## config.mk

```make
export PLATFORM = sky130hd
export DESIGN_NAME = medication_alarm_window_controller_top
export DESIGN_NICKNAME = d
export VERILOG_FILES = /design/src/mwc_pkg.sv /design/src/mwc_cfg.sv /design/src/mwc_entry.sv /design/src/mwc_window.sv /design/src/medication_alarm_window_controller_top.sv
export SDC_FILE = /design/constraint.sdc
export NUM_CORES = 1
export LEC_CHECK = 0
export BUFFER_PORTS_ARGS = -buffer_cell sky130_fd_sc_hd__buf_4
export CAP_MARGIN = 10
export CORE_MARGIN = 5
export CORE_UTILIZATION = 49
export DETAILED_ROUTE_END_ITERATION = 7
export PLACE_DENSITY = 0.66
export RECOVER_POWER = 50
export SYNTH_ARGS = -nofsm -noshare
export SYNTH_HDL_FRONTEND = slang
export SYNTH_SLANG_ARGS = --single-unit
```

## constraint.sdc

```tcl
create_clock -name i_clk -period 11.6 [get_ports i_clk]
set_input_delay 1.74 -clock i_clk [delete_from_list [all_inputs] [get_ports i_clk]]
set_output_delay 1.74 -clock i_clk [all_outputs]
set_load 0.05 [all_outputs]
```

## src/mwc_pkg.sv

```systemverilog
// Shared types and constants of the medication alarm window controller.
package mwc_pkg;

    // Event kinds carried in the input tuser.
    localparam logic [1:0] OP_BYTE   = 2'd0;
    localparam logic [1:0] OP_TICK   = 2'd1;
    localparam logic [1:0] OP_BUTTON = 2'd2;
    localparam logic [1:0] OP_NONE   = 2'd3;

    // Reply codes given by the entry machine.
    localparam logic [2:0] REPLY_NONE       = 3'd0;
    localparam logic [2:0] REPLY_ASK_HOUR   = 3'd1;
    localparam logic [2:0] REPLY_ENTER_HOUR = 3'd2;
    localparam logic [2:0] REPLY_ASK_MINUTE = 3'd3;
    localparam logic [2:0] REPLY_ENTER_MIN  = 3'd4;
    localparam logic [2:0] REPLY_ASK_CONF   = 3'd5;
    localparam logic [2:0] REPLY_DONE       = 3'd6;

    // Characters of the alarm entry dialogue.
    localparam logic [7:0] CHAR_S = 8'h53;
    localparam logic [7:0] CHAR_H = 8'h48;
    localparam logic [7:0] CHAR_M = 8'h4D;
    localparam logic [7:0] CHAR_C = 8'h43;
    localparam logic [7:0] CHAR_0 = 8'h30;
    localparam logic [7:0] CHAR_9 = 8'h39;

    // Lamp commands.
    localparam logic [1:0] LAMP_KEEP = 2'd0;
    localparam logic [1:0] LAMP_ON   = 2'd1;
    localparam logic [1:0] LAMP_OFF  = 2'd2;

    // Minutes in one day.
    localparam logic [11:0] DAY_MINUTES = 12'd1440;

    // Configuration register byte addresses (bit 2 selects the register).
    localparam int unsigned CFG_ADDR_W = 3;

    // Result of the entry machine for one request.
    typedef struct packed {
        logic [2:0] reply_code;
        logic [4:0] alarm_hour;
        logic [5:0] alarm_minute;
        logic [2:0] entry_phase;
    } t_entry_res;

    // Commands of the window logic for one request.
    typedef struct packed {
        logic       start_music;
        logic       pause_music;
        logic       send_sms;
        logic [1:0] lamp_action;
        logic       box_open;
    } t_win_cmd;

endpackage

```

## src/mwc_cfg.sv

```systemverilog
// Configuration registers of the controller behind an APB-style port.
module mwc_cfg (
    input  logic                             i_clk,
    input  logic                             i_rst_n,
    input  logic                             psel,
    input  logic                             penable,
    input  logic                             pwrite,
    input  logic [mwc_pkg::CFG_ADDR_W-1:0]   paddr,
    input  logic [31:0]                      pwdata,
    output logic [31:0]                      prdata,
    output logic                             pready,
    output logic [9:0]                       o_half_window,
    output logic [5:0]                       o_grace
);
    import mwc_pkg::*;

    logic [9:0] r_half;
    logic [5:0] r_grace;
    logic       w_write;

    assign pready  = 1'b1;
    assign w_write = psel && penable && pwrite && pready;

    // Register writes; bit 2 of the address picks the register.
    always_ff @(posedge i_clk) begin
        if (!i_rst_n) begin
            r_half  <= 10'd30;
            r_grace <= 6'd3;
        end else if (w_write) begin
            if (paddr[2]) begin
                r_grace <= pwdata[5:0];
            end else begin
                r_half <= pwdata[9:0];
            end
        end
    end

    // Read data follows the addressed register.
    assign prdata = paddr[2] ? {26'd0, r_grace} : {22'd0, r_half};

    assign o_half_window = r_half;
    assign o_grace       = r_grace;

endmodule

```

## src/mwc_entry.sv

```systemverilog
// Alarm entry state machine: steps on received bytes and holds the alarm time.
module mwc_entry (
    input  logic                   i_clk,
    input  logic                   i_rst_n,
    input  logic                   i_fire,
    input  logic [1:0]             i_op,
    input  logic [7:0]             i_rx_byte,
    output logic [4:0]             o_alarm_hour,
    output logic [5:0]             o_alarm_minute,
    output logic                   o_idle,
    output mwc_pkg::t_entry_res    o_res
);
    import mwc_pkg::*;

    typedef enum logic [2:0] {
        ST_IDLE,
        ST_WANT_H,
        ST_HOUR_TENS,
        ST_HOUR_UNITS,
        ST_WANT_M,
        ST_MIN_TENS,
        ST_MIN_UNITS,
        ST_WANT_C
    } t_entry_state;

    t_entry_state r_state, n_state;
    logic [4:0]   r_hour, n_hour;
    logic [5:0]   r_minute, n_minute;
    logic [2:0]   w_reply;
    logic [3:0]   w_digit;
    logic         w_is_digit;
    logic         w_byte;

    assign w_byte     = i_fire && (i_op == OP_BYTE);
    assign w_digit    = 4'(i_rx_byte - CHAR_0);
    assign w_is_digit = (i_rx_byte >= CHAR_0) && (i_rx_byte <= CHAR_9);

    // Next state of the entry machine for a received byte.
    always_comb begin
        n_state  = r_state;
        n_hour   = r_hour;
        n_minute = r_minute;
        w_reply  = REPLY_NONE;
        if (w_byte) begin
            unique case (r_state)
                ST_IDLE: begin
                    if (i_rx_byte == CHAR_S) begin
                        n_hour   = 5'd0;
                        n_minute = 6'd0;
                        n_state  = ST_WANT_H;
                        w_reply  = REPLY_ASK_HOUR;
                    end
                end
                ST_WANT_H: begin
                    if (i_rx_byte == CHAR_H) begin
                        n_state = ST_HOUR_TENS;
                        w_reply = REPLY_ENTER_HOUR;
                    end
                end
                ST_HOUR_TENS: begin
                    if (w_is_digit && w_digit <= 4'd2) begin
                        n_hour  = 5'(w_digit);
                        n_state = ST_HOUR_UNITS;
                    end
                end
                ST_HOUR_UNITS: begin
                    if (w_is_digit && ((r_hour == 5'd2 && w_digit <= 4'd3) ||
                                       r_hour < 5'd2)) begin
                        n_hour  = 5'(r_hour * 4'd10 + 5'(w_digit));
                        n_state = ST_WANT_M;
                        w_reply = REPLY_ASK_MINUTE;
                    end
                end
                ST_WANT_M: begin
                    if (i_rx_byte == CHAR_M) begin
                        n_state = ST_MIN_TENS;
                        w_reply = REPLY_ENTER_MIN;
                    end
                end
                ST_MIN_TENS: begin
                    if (w_is_digit && w_digit <= 4'd5) begin
                        n_minute = 6'(w_digit);
                        n_state  = ST_MIN_UNITS;
                    end
                end
                ST_MIN_UNITS: begin
                    if (w_is_digit) begin
                        n_minute = 6'(r_minute * 4'd10 + 6'(w_digit));
                        n_state  = ST_WANT_C;
                        w_reply  = REPLY_ASK_CONF;
                    end
                end
                ST_WANT_C: begin
                    if (i_rx_byte == CHAR_C) begin
                        n_state = ST_IDLE;
                        w_reply = REPLY_DONE;
                    end
                end
            endcase
        end
    end

    // State and stored alarm time.
    always_ff @(posedge i_clk) begin
        if (!i_rst_n) begin
            r_state  <= ST_IDLE;
            r_hour   <= 5'd14;
            r_minute <= 6'd31;
        end else begin
            r_state  <= n_state;
            r_hour   <= n_hour;
            r_minute <= n_minute;
        end
    end

    assign o_alarm_hour   = r_hour;
    assign o_alarm_minute = r_minute;
    assign o_idle         = (r_state == ST_IDLE);

    assign o_res.reply_code   = w_reply;
    assign o_res.alarm_hour   = n_hour;
    assign o_res.alarm_minute = n_minute;
    assign o_res.entry_phase  = n_state;

`ifndef SYNTHESIS
    // Once the hour digits are complete the hour is a valid clock hour.
    a_hour_range: assert property (@(posedge i_clk) disable iff (!i_rst_n)
        (r_state == ST_WANT_M) |-> (r_hour <= 5'd23))
        else $error("entry: alarm hour out of range after hour entry");
`endif

endmodule

```

## src/mwc_window.sv

```systemverilog
// Window checks on ticks and button presses, with the reminder flags.
module mwc_window (
    input  logic                 i_clk,
    input  logic                 i_rst_n,
    input  logic                 i_fire,
    input  logic [1:0]           i_op,
    input  logic [4:0]           i_cur_hour,
    input  logic [5:0]           i_cur_minute,
    input  logic                 i_music_playing,
    input  logic [4:0]           i_alarm_hour,
    input  logic [5:0]           i_alarm_minute,
    input  logic                 i_entry_idle,
    input  logic [9:0]           i_half_window,
    input  logic [5:0]           i_grace,
    output mwc_pkg::t_win_cmd    o_cmd
);
    import mwc_pkg::*;

    logic [10:0] r_now, n_now;
    logic        r_opened, n_opened;
    logic        r_done, n_done;
    logic        r_music_warned, n_music_warned;
    logic        r_sms_warned, n_sms_warned;

    logic [10:0] w_set, w_lower, w_upper, w_tend, w_now_tick;
    logic [11:0] w_up_sum, w_end_sum;
    logic        w_tick_valid, w_tick_music, w_btn_valid, w_btn_music;
    logic        w_start, w_pause, w_sms;
    logic [1:0]  w_lamp;

    // Range test; a range wraps past midnight if its start is above its end (strict: not below).
    function automatic logic in_range(input logic [10:0] now, input logic [10:0] a,
                                      input logic [10:0] b, input logic strict);
        logic plain;
        plain = strict ? (a < b) : (a <= b);
        if (plain) begin
            return (now >= a) && (now <= b);
        end
        return (now >= a) || (now <= b);
    endfunction

    // Window bounds from the stored alarm time.
    assign w_set   = 11'(i_alarm_hour) * 11'd60 + 11'(i_alarm_minute);
    assign w_lower = (w_set < 11'(i_half_window)) ?
                     11'(12'(w_set) + DAY_MINUTES - 12'(i_half_window)) :
                     11'(w_set - 11'(i_half_window));
    assign w_up_sum  = 12'(w_set) + 12'(i_half_window);
    assign w_upper   = (w_up_sum >= DAY_MINUTES) ? 11'(w_up_sum - DAY_MINUTES) : 11'(w_up_sum);
    assign w_end_sum = 12'(w_upper) + 12'(i_grace);
    assign w_tend    = (w_end_sum >= DAY_MINUTES) ? 11'(w_end_sum - DAY_MINUTES) :
                       11'(w_end_sum);

    // Wall time of a tick in minutes.
    assign w_now_tick = 11'(i_cur_hour) * 11'd60 + 11'(i_cur_minute);

    assign w_tick_valid = in_range(w_now_tick, w_lower, w_tend, 1'b1);
    assign w_tick_music = in_range(w_now_tick, w_set, w_upper, 1'b1);
    assign w_btn_valid  = in_range(r_now, w_lower, w_upper, 1'b0);
    assign w_btn_music  = in_range(r_now, w_set, w_upper, 1'b1);

    // Commands and flag updates for one request.
    always_comb begin
        n_now          = r_now;
        n_opened       = r_opened;
        n_done         = r_done;
        n_music_warned = r_music_warned;
        n_sms_warned   = r_sms_warned;
        w_start        = 1'b0;
        w_pause        = 1'b0;
        w_sms          = 1'b0;
        w_lamp         = LAMP_KEEP;
        if (i_fire) begin
            case (i_op)
                OP_TICK: begin
                    n_now = w_now_tick;
                    if (i_entry_idle) begin
                        if (w_tick_valid) begin
                            if (r_opened || r_done) begin
                                w_pause = r_music_warned;
                            end else if (w_tick_music && !r_music_warned) begin
                                w_start        = 1'b1;
                                n_music_warned = 1'b1;
                            end else if (w_now_tick > w_upper && !r_sms_warned) begin
                                w_pause      = 1'b1;
                                w_lamp       = LAMP_ON;
                                w_sms        = 1'b1;
                                n_sms_warned = 1'b1;
                            end
                        end else begin
                            w_lamp         = LAMP_OFF;
                            n_opened       = 1'b0;
                            n_music_warned = 1'b0;
                            n_sms_warned   = 1'b0;
                            n_done         = 1'b0;
                        end
                    end
                end
                OP_BUTTON: begin
                    if (w_btn_valid) begin
                        n_opened = 1'b1;
                        n_done   = 1'b1;
                        w_lamp   = LAMP_ON;
                        if (w_btn_music && i_music_playing) begin
                            w_pause        = 1'b1;
                            n_music_warned = 1'b1;
                        end
                    end else begin
                        n_opened = 1'b0;
                        w_lamp   = LAMP_OFF;
                    end
                end
                default: begin
                end
            endcase
        end
    end

    // Wall time and reminder flags.
    always_ff @(posedge i_clk) begin
        if (!i_rst_n) begin
            r_now          <= 11'd0;
            r_opened       <= 1'b0;
            r_done         <= 1'b0;
            r_music_warned <= 1'b0;
            r_sms_warned   <= 1'b0;
        end else begin
            r_now          <= n_now;
            r_opened       <= n_opened;
            r_done         <= n_done;
            r_music_warned <= n_music_warned;
            r_sms_warned   <= n_sms_warned;
        end
    end

    assign o_cmd.start_music = w_start;
    assign o_cmd.pause_music = w_pause;
    assign o_cmd.send_sms    = w_sms;
    assign o_cmd.lamp_action = w_lamp;
    assign o_cmd.box_open    = n_opened;

`ifndef SYNTHESIS
    // A reminder message is sent once and then remembered.
    a_sms_marked: assert property (@(posedge i_clk) disable iff (!i_rst_n)
        (i_fire && w_sms) |=> r_sms_warned)
        else $error("window: reminder flag not set after message");
    // A reminder message always comes with the lamp on and the music paused.
    a_sms_lamp: assert property (@(posedge i_clk) disable iff (!i_rst_n)
        w_sms |-> (w_lamp == LAMP_ON && w_pause && !w_start))
        else $error("window: reminder without lamp and pause");
`endif

endmodule

```

## src/medication_alarm_window_controller_top.sv

```systemverilog
// Top level of the medication alarm window controller.
// A request waits in the input register, and its result in the result register.
// Throughput: one request per cycle; the input register and the result register
// both advance whenever the result register is empty or being taken.
// All work for a request is one pass of logic between these two registers.
// Reset (synchronous, active low) empties both registers, idles the entry
// machine, sets the alarm to 14:31 and the window registers to 30 and 3 minutes.
module medication_alarm_window_controller_top (
    input  logic                           i_clk,
    input  logic                           i_rst_n,
    input  logic                           s_axis_tvalid,
    output logic                           s_axis_tready,
    // [7:0] rx_byte, [12:8] cur_hour, [18:13] cur_minute, [19] music_playing
    input  logic [23:0]                    s_axis_tdata,
    // [1:0] op
    input  logic [1:0]                     s_axis_tuser,
    output logic                           m_axis_tvalid,
    input  logic                           m_axis_tready,
    // [2:0] reply_code, [7:3] alarm_hour_out, [13:8] alarm_minute_out,
    // [16:14] entry_phase, [17] start_music, [18] pause_music, [19] send_sms,
    // [21:20] lamp_action, [22] box_open
    output logic [23:0]                    m_axis_tdata,
    input  logic                           psel,
    input  logic                           penable,
    input  logic                           pwrite,
    input  logic [mwc_pkg::CFG_ADDR_W-1:0] paddr,
    input  logic [31:0]                    pwdata,
    output logic [31:0]                    prdata,
    output logic                           pready
);
    import mwc_pkg::*;

    logic        r_in_valid;
    logic [23:0] r_in_data;
    logic [1:0]  r_in_op;
    logic        r_out_valid;
    logic [23:0] r_out_data;
    logic        w_advance, w_fire;

    logic [9:0]  w_half;
    logic [5:0]  w_grace;
    logic [4:0]  w_alarm_hour;
    logic [5:0]  w_alarm_minute;
    logic        w_entry_idle;
    t_entry_res  w_entry_res;
    t_win_cmd    w_cmd;

    // Handshake: the input register moves on whenever the result register can.
    assign w_advance     = !r_out_valid || m_axis_tready;
    assign w_fire        = r_in_valid && w_advance;
    assign s_axis_tready = !r_in_valid || w_advance;

    // Input register.
    always_ff @(posedge i_clk) begin
        if (!i_rst_n) begin
            r_in_valid <= 1'b0;
        end else if (s_axis_tready) begin
            r_in_valid <= s_axis_tvalid;
        end
        if (s_axis_tvalid && s_axis_tready) begin
            r_in_data <= s_axis_tdata;
            r_in_op   <= s_axis_tuser;
        end
    end

    mwc_cfg u_cfg (
        .i_clk         (i_clk),
        .i_rst_n       (i_rst_n),
        .psel          (psel),
        .penable       (penable),
        .pwrite        (pwrite),
        .paddr         (paddr),
        .pwdata        (pwdata),
        .prdata        (prdata),
        .pready        (pready),
        .o_half_window (w_half),
        .o_grace       (w_grace)
    );

    mwc_entry u_entry (
        .i_clk          (i_clk),
        .i_rst_n        (i_rst_n),
        .i_fire         (w_fire),
        .i_op           (r_in_op),
        .i_rx_byte      (r_in_data[7:0]),
        .o_alarm_hour   (w_alarm_hour),
        .o_alarm_minute (w_alarm_minute),
        .o_idle         (w_entry_idle),
        .o_res          (w_entry_res)
    );

    mwc_window u_window (
        .i_clk           (i_clk),
        .i_rst_n         (i_rst_n),
        .i_fire          (w_fire),
        .i_op            (r_in_op),
        .i_cur_hour      (r_in_data[12:8]),
        .i_cur_minute    (r_in_data[18:13]),
        .i_music_playing (r_in_data[19]),
        .i_alarm_hour    (w_alarm_hour),
        .i_alarm_minute  (w_alarm_minute),
        .i_entry_idle    (w_entry_idle),
        .i_half_window   (w_half),
        .i_grace         (w_grace),
        .o_cmd           (w_cmd)
    );

    // Result register.
    always_ff @(posedge i_clk) begin
        if (!i_rst_n) begin
            r_out_valid <= 1'b0;
        end else if (w_fire) begin
            r_out_valid <= 1'b1;
        end else if (m_axis_tready) begin
            r_out_valid <= 1'b0;
        end
        if (w_fire) begin
            r_out_data <= {1'b0, w_cmd.box_open, w_cmd.lamp_action, w_cmd.send_sms,
                           w_cmd.pause_music, w_cmd.start_music,
                           w_entry_res.entry_phase, w_entry_res.alarm_minute,
                           w_entry_res.alarm_hour, w_entry_res.reply_code};
        end
    end

    assign m_axis_tvalid = r_out_valid;
    assign m_axis_tdata  = r_out_data;

`ifndef SYNTHESIS
    // A held request is never dropped while the result side is stalled.
    a_in_held: assert property (@(posedge i_clk) disable iff (!i_rst_n)
        (r_in_valid && !w_fire) |=> r_in_valid)
        else $error("top: pending request lost");
    // A request is only processed when its result has somewhere to go.
    a_fire_room: assert property (@(posedge i_clk) disable iff (!i_rst_n)
        w_fire |=> r_out_valid)
        else $error("top: processed request left no result");
    // Music is never started and paused by the same request.
    a_music_excl: assert property (@(posedge i_clk) disable iff (!i_rst_n)
        r_out_valid |-> !(r_out_data[17] && r_out_data[18]))
        else $error("top: music started and paused together");
`endif

endmodule
```

==> flow_summary.ini, run 1 <==
[grt]
grt_usage = 0.208
grt_pass1_wl_um = 42200
overflow = 0
met3_usage = 0.0299
grt-busiest-layer = met2
use_met2 = 0.351
grt_max_degree = 34
grt_antenna_before_repair = 0
grt_pass1_vias = 8385
gr-usage-met1 = 0.284

[drt]
drt_iter0_markers = 439
wire_per_inst_um = 16.2
drc_errors = 0
dr.pass1.iters = 5
vias = 8699
postRouteAntennaNets = 0
via_per_inst = 5.52
routed_wl_um = 25500

[layout]
mostFrequentLayoutCells = ha_1, inv_1, a21oi_1
fin_area_sq_um = 11700
drive_above_1_share = 0.0873
final_common_cell = ha_1
fin_util = 0.539
area_growth_syn_to_layout_pct = 8.88
antennaDiodeCount = 0
n_fill_cell = 2035
final_nets = 1579

[placement]
placed_cell_area_sq_um = 11500
portBuffers = 74
dp_hpwl_um = 21000
place_congestion = 0.879

[sta]
fmax_mhz = 101
fin_crit_ns = 9.94
maxSlewHeadroom = -0.172
fin_setup_tns_ns = 0
tightest_slew_ns = 1.76
whs_ns = 0.463
fin_worst_skew_ns = 0.0124
finalCritPeriodShare = 0.857
finalHoldViolations = 0
rsz0062_at_grt = no
finalSetupViolations = 0
slew_violations = 34

[die]
die_h_um = 158
die_w_um = 158
io_pins = 127
start_util = 0.495
core_sq_um = 21800
rows = 54
die_area_sq_um = 25100

[synthesis]
syn-mean-instance-area_sq_um = 8.80
ys_warn_count = 0
syn_inst = 1225
synth_cell_types = 94
ys.flop_type = dfxtp_1
ys_ff_latch = 92
netlist_area_sq_um = 10800
synth-edff-count = 45
async_flop_share = 0
synth-seq-area-share = 0.213

[clocking]
clock_latency_ns = 0.35
clock_sinks = 92
clockRootBuffer = clkbuf_16
cts_buffers = 9
path_clk_slew_ns = 0.07
ctsHoldBuffers = 0
htreeDepth = 3
postCtsSetupRepairBufs = 0
clock_path_buffers = 2
ctsResizeCount = 0
cts_tree = yes

[min_path]
min-delay-path-class = register to register

[run_status]
status = finished, violations left
violations = capacitance limit, slew limit

[power_and_ir_drop]
power_density_nw_per_um2 = 108
worst_ir_drop_vdd_mv = 0.0666
leakagePower_nw = 5.35

[worst_setup_path]
critPathKind = register to register
crit_arrival_ns = 10.10
end_kind = register
cp_slowest_cell = xor2_1
worst_path_largest_cell_delay_ns = 0.59
path_max_fanout = 8
startpoint_type = register
worstPathRequired_ns = 11.76

[run]
maxCapViolCount = 1
==> worst max-delay path, delay by kind of cell, from the launching register on <==
kind | cells | cell delay [ns]
simple gates | 9 | 1.67
mux | 1 | 0.16
flops | 1 | 0.50
fa+ha+maj | 8 | 3.17
compound gates | 10 | 2.31
buf+inv | 4 | 0.45
xor+xnor | 4 | 1.48
==> cell usage after synthesis, drive strengths merged (4+ instances only) <==
library cell    n  area, sq um
or3             7         53.8
dfxtp          47          941
nand2b         36          225
and2           12         77.6
xnor2          51          473
a211oi          7         70.1
nor3b           7         52.6
nand3          20          110
o21a           22          165
buf            27          194
nor2b          36          225
ha            194         2430
a31oi           9         56.3
o211ai          9         67.6
nor4            4         25.0
or2            11         68.8
mux2i          19          190
fa             27          541
a22o            8         70.1
a21oi          78          394
xor2           14          123
nand4          14         87.6
nand2          75          282
nor4b           4         50.1
nor3           37          195
a21boi          4         30.0
o21bai          6         45.0
a221oi          4         65.1
clkbuf         17         63.8
a2111oi         4         53.8
mux2            6         67.6
nor2           76          288
edfxtp         45         1350
a21o           25          188
o21ai          69          349
inv           122          458
and3            9         56.3
maj3            6         61.3
==> layer usage <==
| layer | vias up | wire (um) |
|---|---|---|
| met2 | 209 | 12100 |
| met1 | 4027 | 11800 |
| met3 | 26 | 1210 |
| met4 | 0 | 443 |
| li1 | 4437 | - |
| met5 | - | 0 |
==> stage by stage <==
stage | power, mW | std cells | setup WS [ns]
after floorplan | 0.832 | 1247 | 3.17
after global placement | 0.962 | 1559 | 1.89
after detailed placement | 0.972 | 1559 | 1.80
after CTS | 1.28 | 1575 | 1.77
after global routing | 1.37 | 1575 | 0.662
final | 1.27 | 1575 | 1.66
==> report_power, final <==
group | switching [mW] | total, mW | internal [mW]
Clock | 0.138 | 0.302 | 0.164
Sequential | 0.0104 | 0.364 | 0.353
Combinational | 0.369 | 0.606 | 0.237
==> registers in the layout, summed over array words and instances, names as in the netlist <==
signal                   cells
m_axis_tdata                23
m_axis_tvalid                1
r_in_data                   20
r_in_op                      2
r_in_valid                   1
u_cfg.o_grace                6
u_cfg.o_half_window         10
u_entry.o_alarm_hour         5
u_entry.o_alarm_minute       6
u_entry.r_state              3
u_window.r_done              1
u_window.r_music_warned      1
u_window.r_now              11
u_window.r_opened            1
u_window.r_sms_warned        1
==> cell type report <==
class	count	area, sq um	share of cell area
sequential	92	2290	0.195
clock buffer	10	250	0.0213
inverter	123	462	0.0393
timing repair buffer	76	473	0.0403
multi-input combinational	988	7850	0.669
clock inverter	6	56.3	0.00480
tap	280	350	0.0299
==> path summary, 6_finish.rpt <==
path | slack, ns | startpoint | end | cells after the start
setup / recovery | 1.66 | u_entry.o_alarm_hour[1] | m_axis_tdata[20] | 36
setup reg to reg | 1.66 | u_entry.o_alarm_hour[1] | m_axis_tdata[20] | 36
hold reg to reg | 0.46 | u_window.r_now[0] | u_window.r_now[0] | 2
hold / removal | 0.46 | u_window.r_now[0] | u_window.r_now[0] | 2
==> kinds of logic (layout without fill, tap and decap cells) <==
family                   count (synthesis)  in the layout  share of synthesized area
AND/OR/NAND/NOR                        358            358                      0.175
AO/OA/AOI/OAI                          287            287                      0.181
adder cells (fa/ha/maj)                227            227                      0.281
buffers and inverters                  167            215                     0.0667
flip-flops                              92             92                      0.213
XOR/XNOR                                67             67                     0.0594
multiplexers                            25             25                     0.0239
other                                    2             24                   0.000697
No activity file was read; power rests on OpenSTA's default activity.
==> inputs of run 2 (changes only) <==
==> constraint.sdc (replaced) <==
create_clock -name i_clk -period 9.3 [get_ports i_clk]
set_input_delay 1.395 -clock i_clk [delete_from_list [all_inputs] [get_ports i_clk]]
set_output_delay 1.395 -clock i_clk [all_outputs]
set_load 0.05 [all_outputs]
==> flow_summary.ini, run 2 (same netlist as run 1, synthesis figures left out) <==
[clocking]
path_clk_slew_ns = 0.08
cts_buffers = 9
clock_latency_ns = 0.36
cts_tree = yes
clock_sinks = 92
htreeDepth = 3
clock_path_buffers = 2
clockRootBuffer = clkbuf_16

[drt]
via_per_inst = 5.50
postRouteAntennaNets = 0
dr.pass1.iters = 5
drc_errors = 0
wire_per_inst_um = 16.3
drt_iter0_markers = 391
vias = 8777
routed_wl_um = 26100

[worst_setup_path]
cp_slowest_cell = fa_1
critPathKind = register to register
worst_path_largest_cell_delay_ns = 0.52
worstPathRequired_ns = 9.46
crit_arrival_ns = 8.93
startpoint_type = register
end_kind = register
path_max_fanout = 7
crit_path_frequent_cell = ha_1

[grt]
overflow = 0
grt_max_degree = 33
grt_usage = 0.209
grt_antenna_before_repair = 0
grt_pass1_wl_um = 42500
grt_pass1_vias = 8370

[sta]
fin_crit_ns = 8.77
finalHoldViolations = 0
slew_violations = 0
fmax_mhz = 114
worst_slack_ns = 0.529
finalCritPeriodShare = 0.943
fin_setup_tns_ns = 0
maxSlewHeadroom = 0.211
tightest_slew_ns = 1.18
rsz0062_at_grt = no
fin_worst_skew_ns = 0.0122
finalSetupViolations = 0
whs_ns = 0.481

[placement]
placed_cell_area_sq_um = 11700
portBuffers = 74
dp_hpwl_um = 21400
place_congestion = 0.893
dp.cells = 1579
post-place-ws_ns = 0.138

[layout]
antennaDiodeCount = 0
largest_reg_flops = 23
instances_no_fill = 1597
mostFrequentLayoutCells = ha_1, inv_1, a21oi_1
fin_area_sq_um = 12000
fin_util = 0.551
drive_above_1_share = 0.112
final_common_cell = ha_1
n_fill_cell = 2026
area_growth_syn_to_layout_pct = 11.2
final_nets = 1601

[power_and_ir_drop]
worst_ir_drop_vdd_mv = 0.118
leakagePower_nw = 5.46
finalPower_mw = 1.60
power_density_nw_per_um2 = 133

[die]
die_w_um = 158
rows = 54
start_util = 0.495
die_area_sq_um = 25100
die_h_um = 158
core_sq_um = 21800
io_pins = 127

[run_status]
status = finished clean

[min_path]
min-delay-path-class = register to register

[run]
maxCapViolCount = 0
## run 2: changes by cell type in the layout (fill, tap and decap cells not counted), moves of 2 or more
| cell | before | now |
|---|---|---|
| buf_4 | 27 | 48 |
| dfxtp_1 | 47 | 45 |
| dfxtp_2 | 0 | 2 |
| ha_1 | 194 | 192 |
| o21ai_0 | 64 | 62 |
| xor2_1 | 14 | 12 |
| xor2_2 | 0 | 2 |
## run 2: path summary, 6_finish.rpt
check | end | cells after the start | slack (ns) | from
max | m_axis_tdata[20] | 35 | 0.53 | u_entry.o_alarm_hour[1]
max reg2reg | m_axis_tdata[20] | 35 | 0.53 | u_entry.o_alarm_hour[1]
min reg2reg | u_window.r_now[0] | 2 | 0.48 | u_window.r_now[0]
min | u_window.r_now[0] | 2 | 0.48 | u_window.r_now[0]
## run 2: cell type report
type	instances	area, sq um	share of cell area
Timing Repair Buffer	98	634	0.0529
Multi-Input combinational cell	988	7940	0.662
Sequential cell	92	2290	0.191
Tap cell	280	350	0.0292
Clock inverter	6	58.8	0.00490
Inverter	123	462	0.0385
Clock buffer	10	250	0.0209
## run 2: worst max-delay path, delay by kind of cell (launching register included)
family | cells | cell delay [ns]
AO/OA/AOI/OAI | 9 | 2.27
XOR/XNOR | 4 | 0.84
adder cells (fa/ha/maj) | 8 | 2.99
buffers and inverters | 2 | 0.10
flip-flops | 1 | 0.43
AND/OR/NAND/NOR | 12 | 1.91
## run 2: power breakdown
group          total, mW  switching (mW)  internal, mW
registers          0.453          0.0132         0.440
logic              0.765           0.461         0.304
clock network      0.382           0.177         0.205
total               1.60           0.651         0.949
## run 2: metal layers
layer / global-route usage / wire length [um] / up-vias
li1: - / - / 4472
met1: 0.276 / 11800 / 4102
met2: 0.369 / 12900 / 187
met3: 0.0334 / 1150 / 16
met4: 0.0345 / 259 / 0
met5: 0 / 0 / -
## run 2: timing repair
item | 4_1_cts | 5_1_grt
resized for setup | 0 | 19
hold buffers | 0 | 0
setup buffers | 0 | 1
endpoints found under the setup margin | 0 | 10
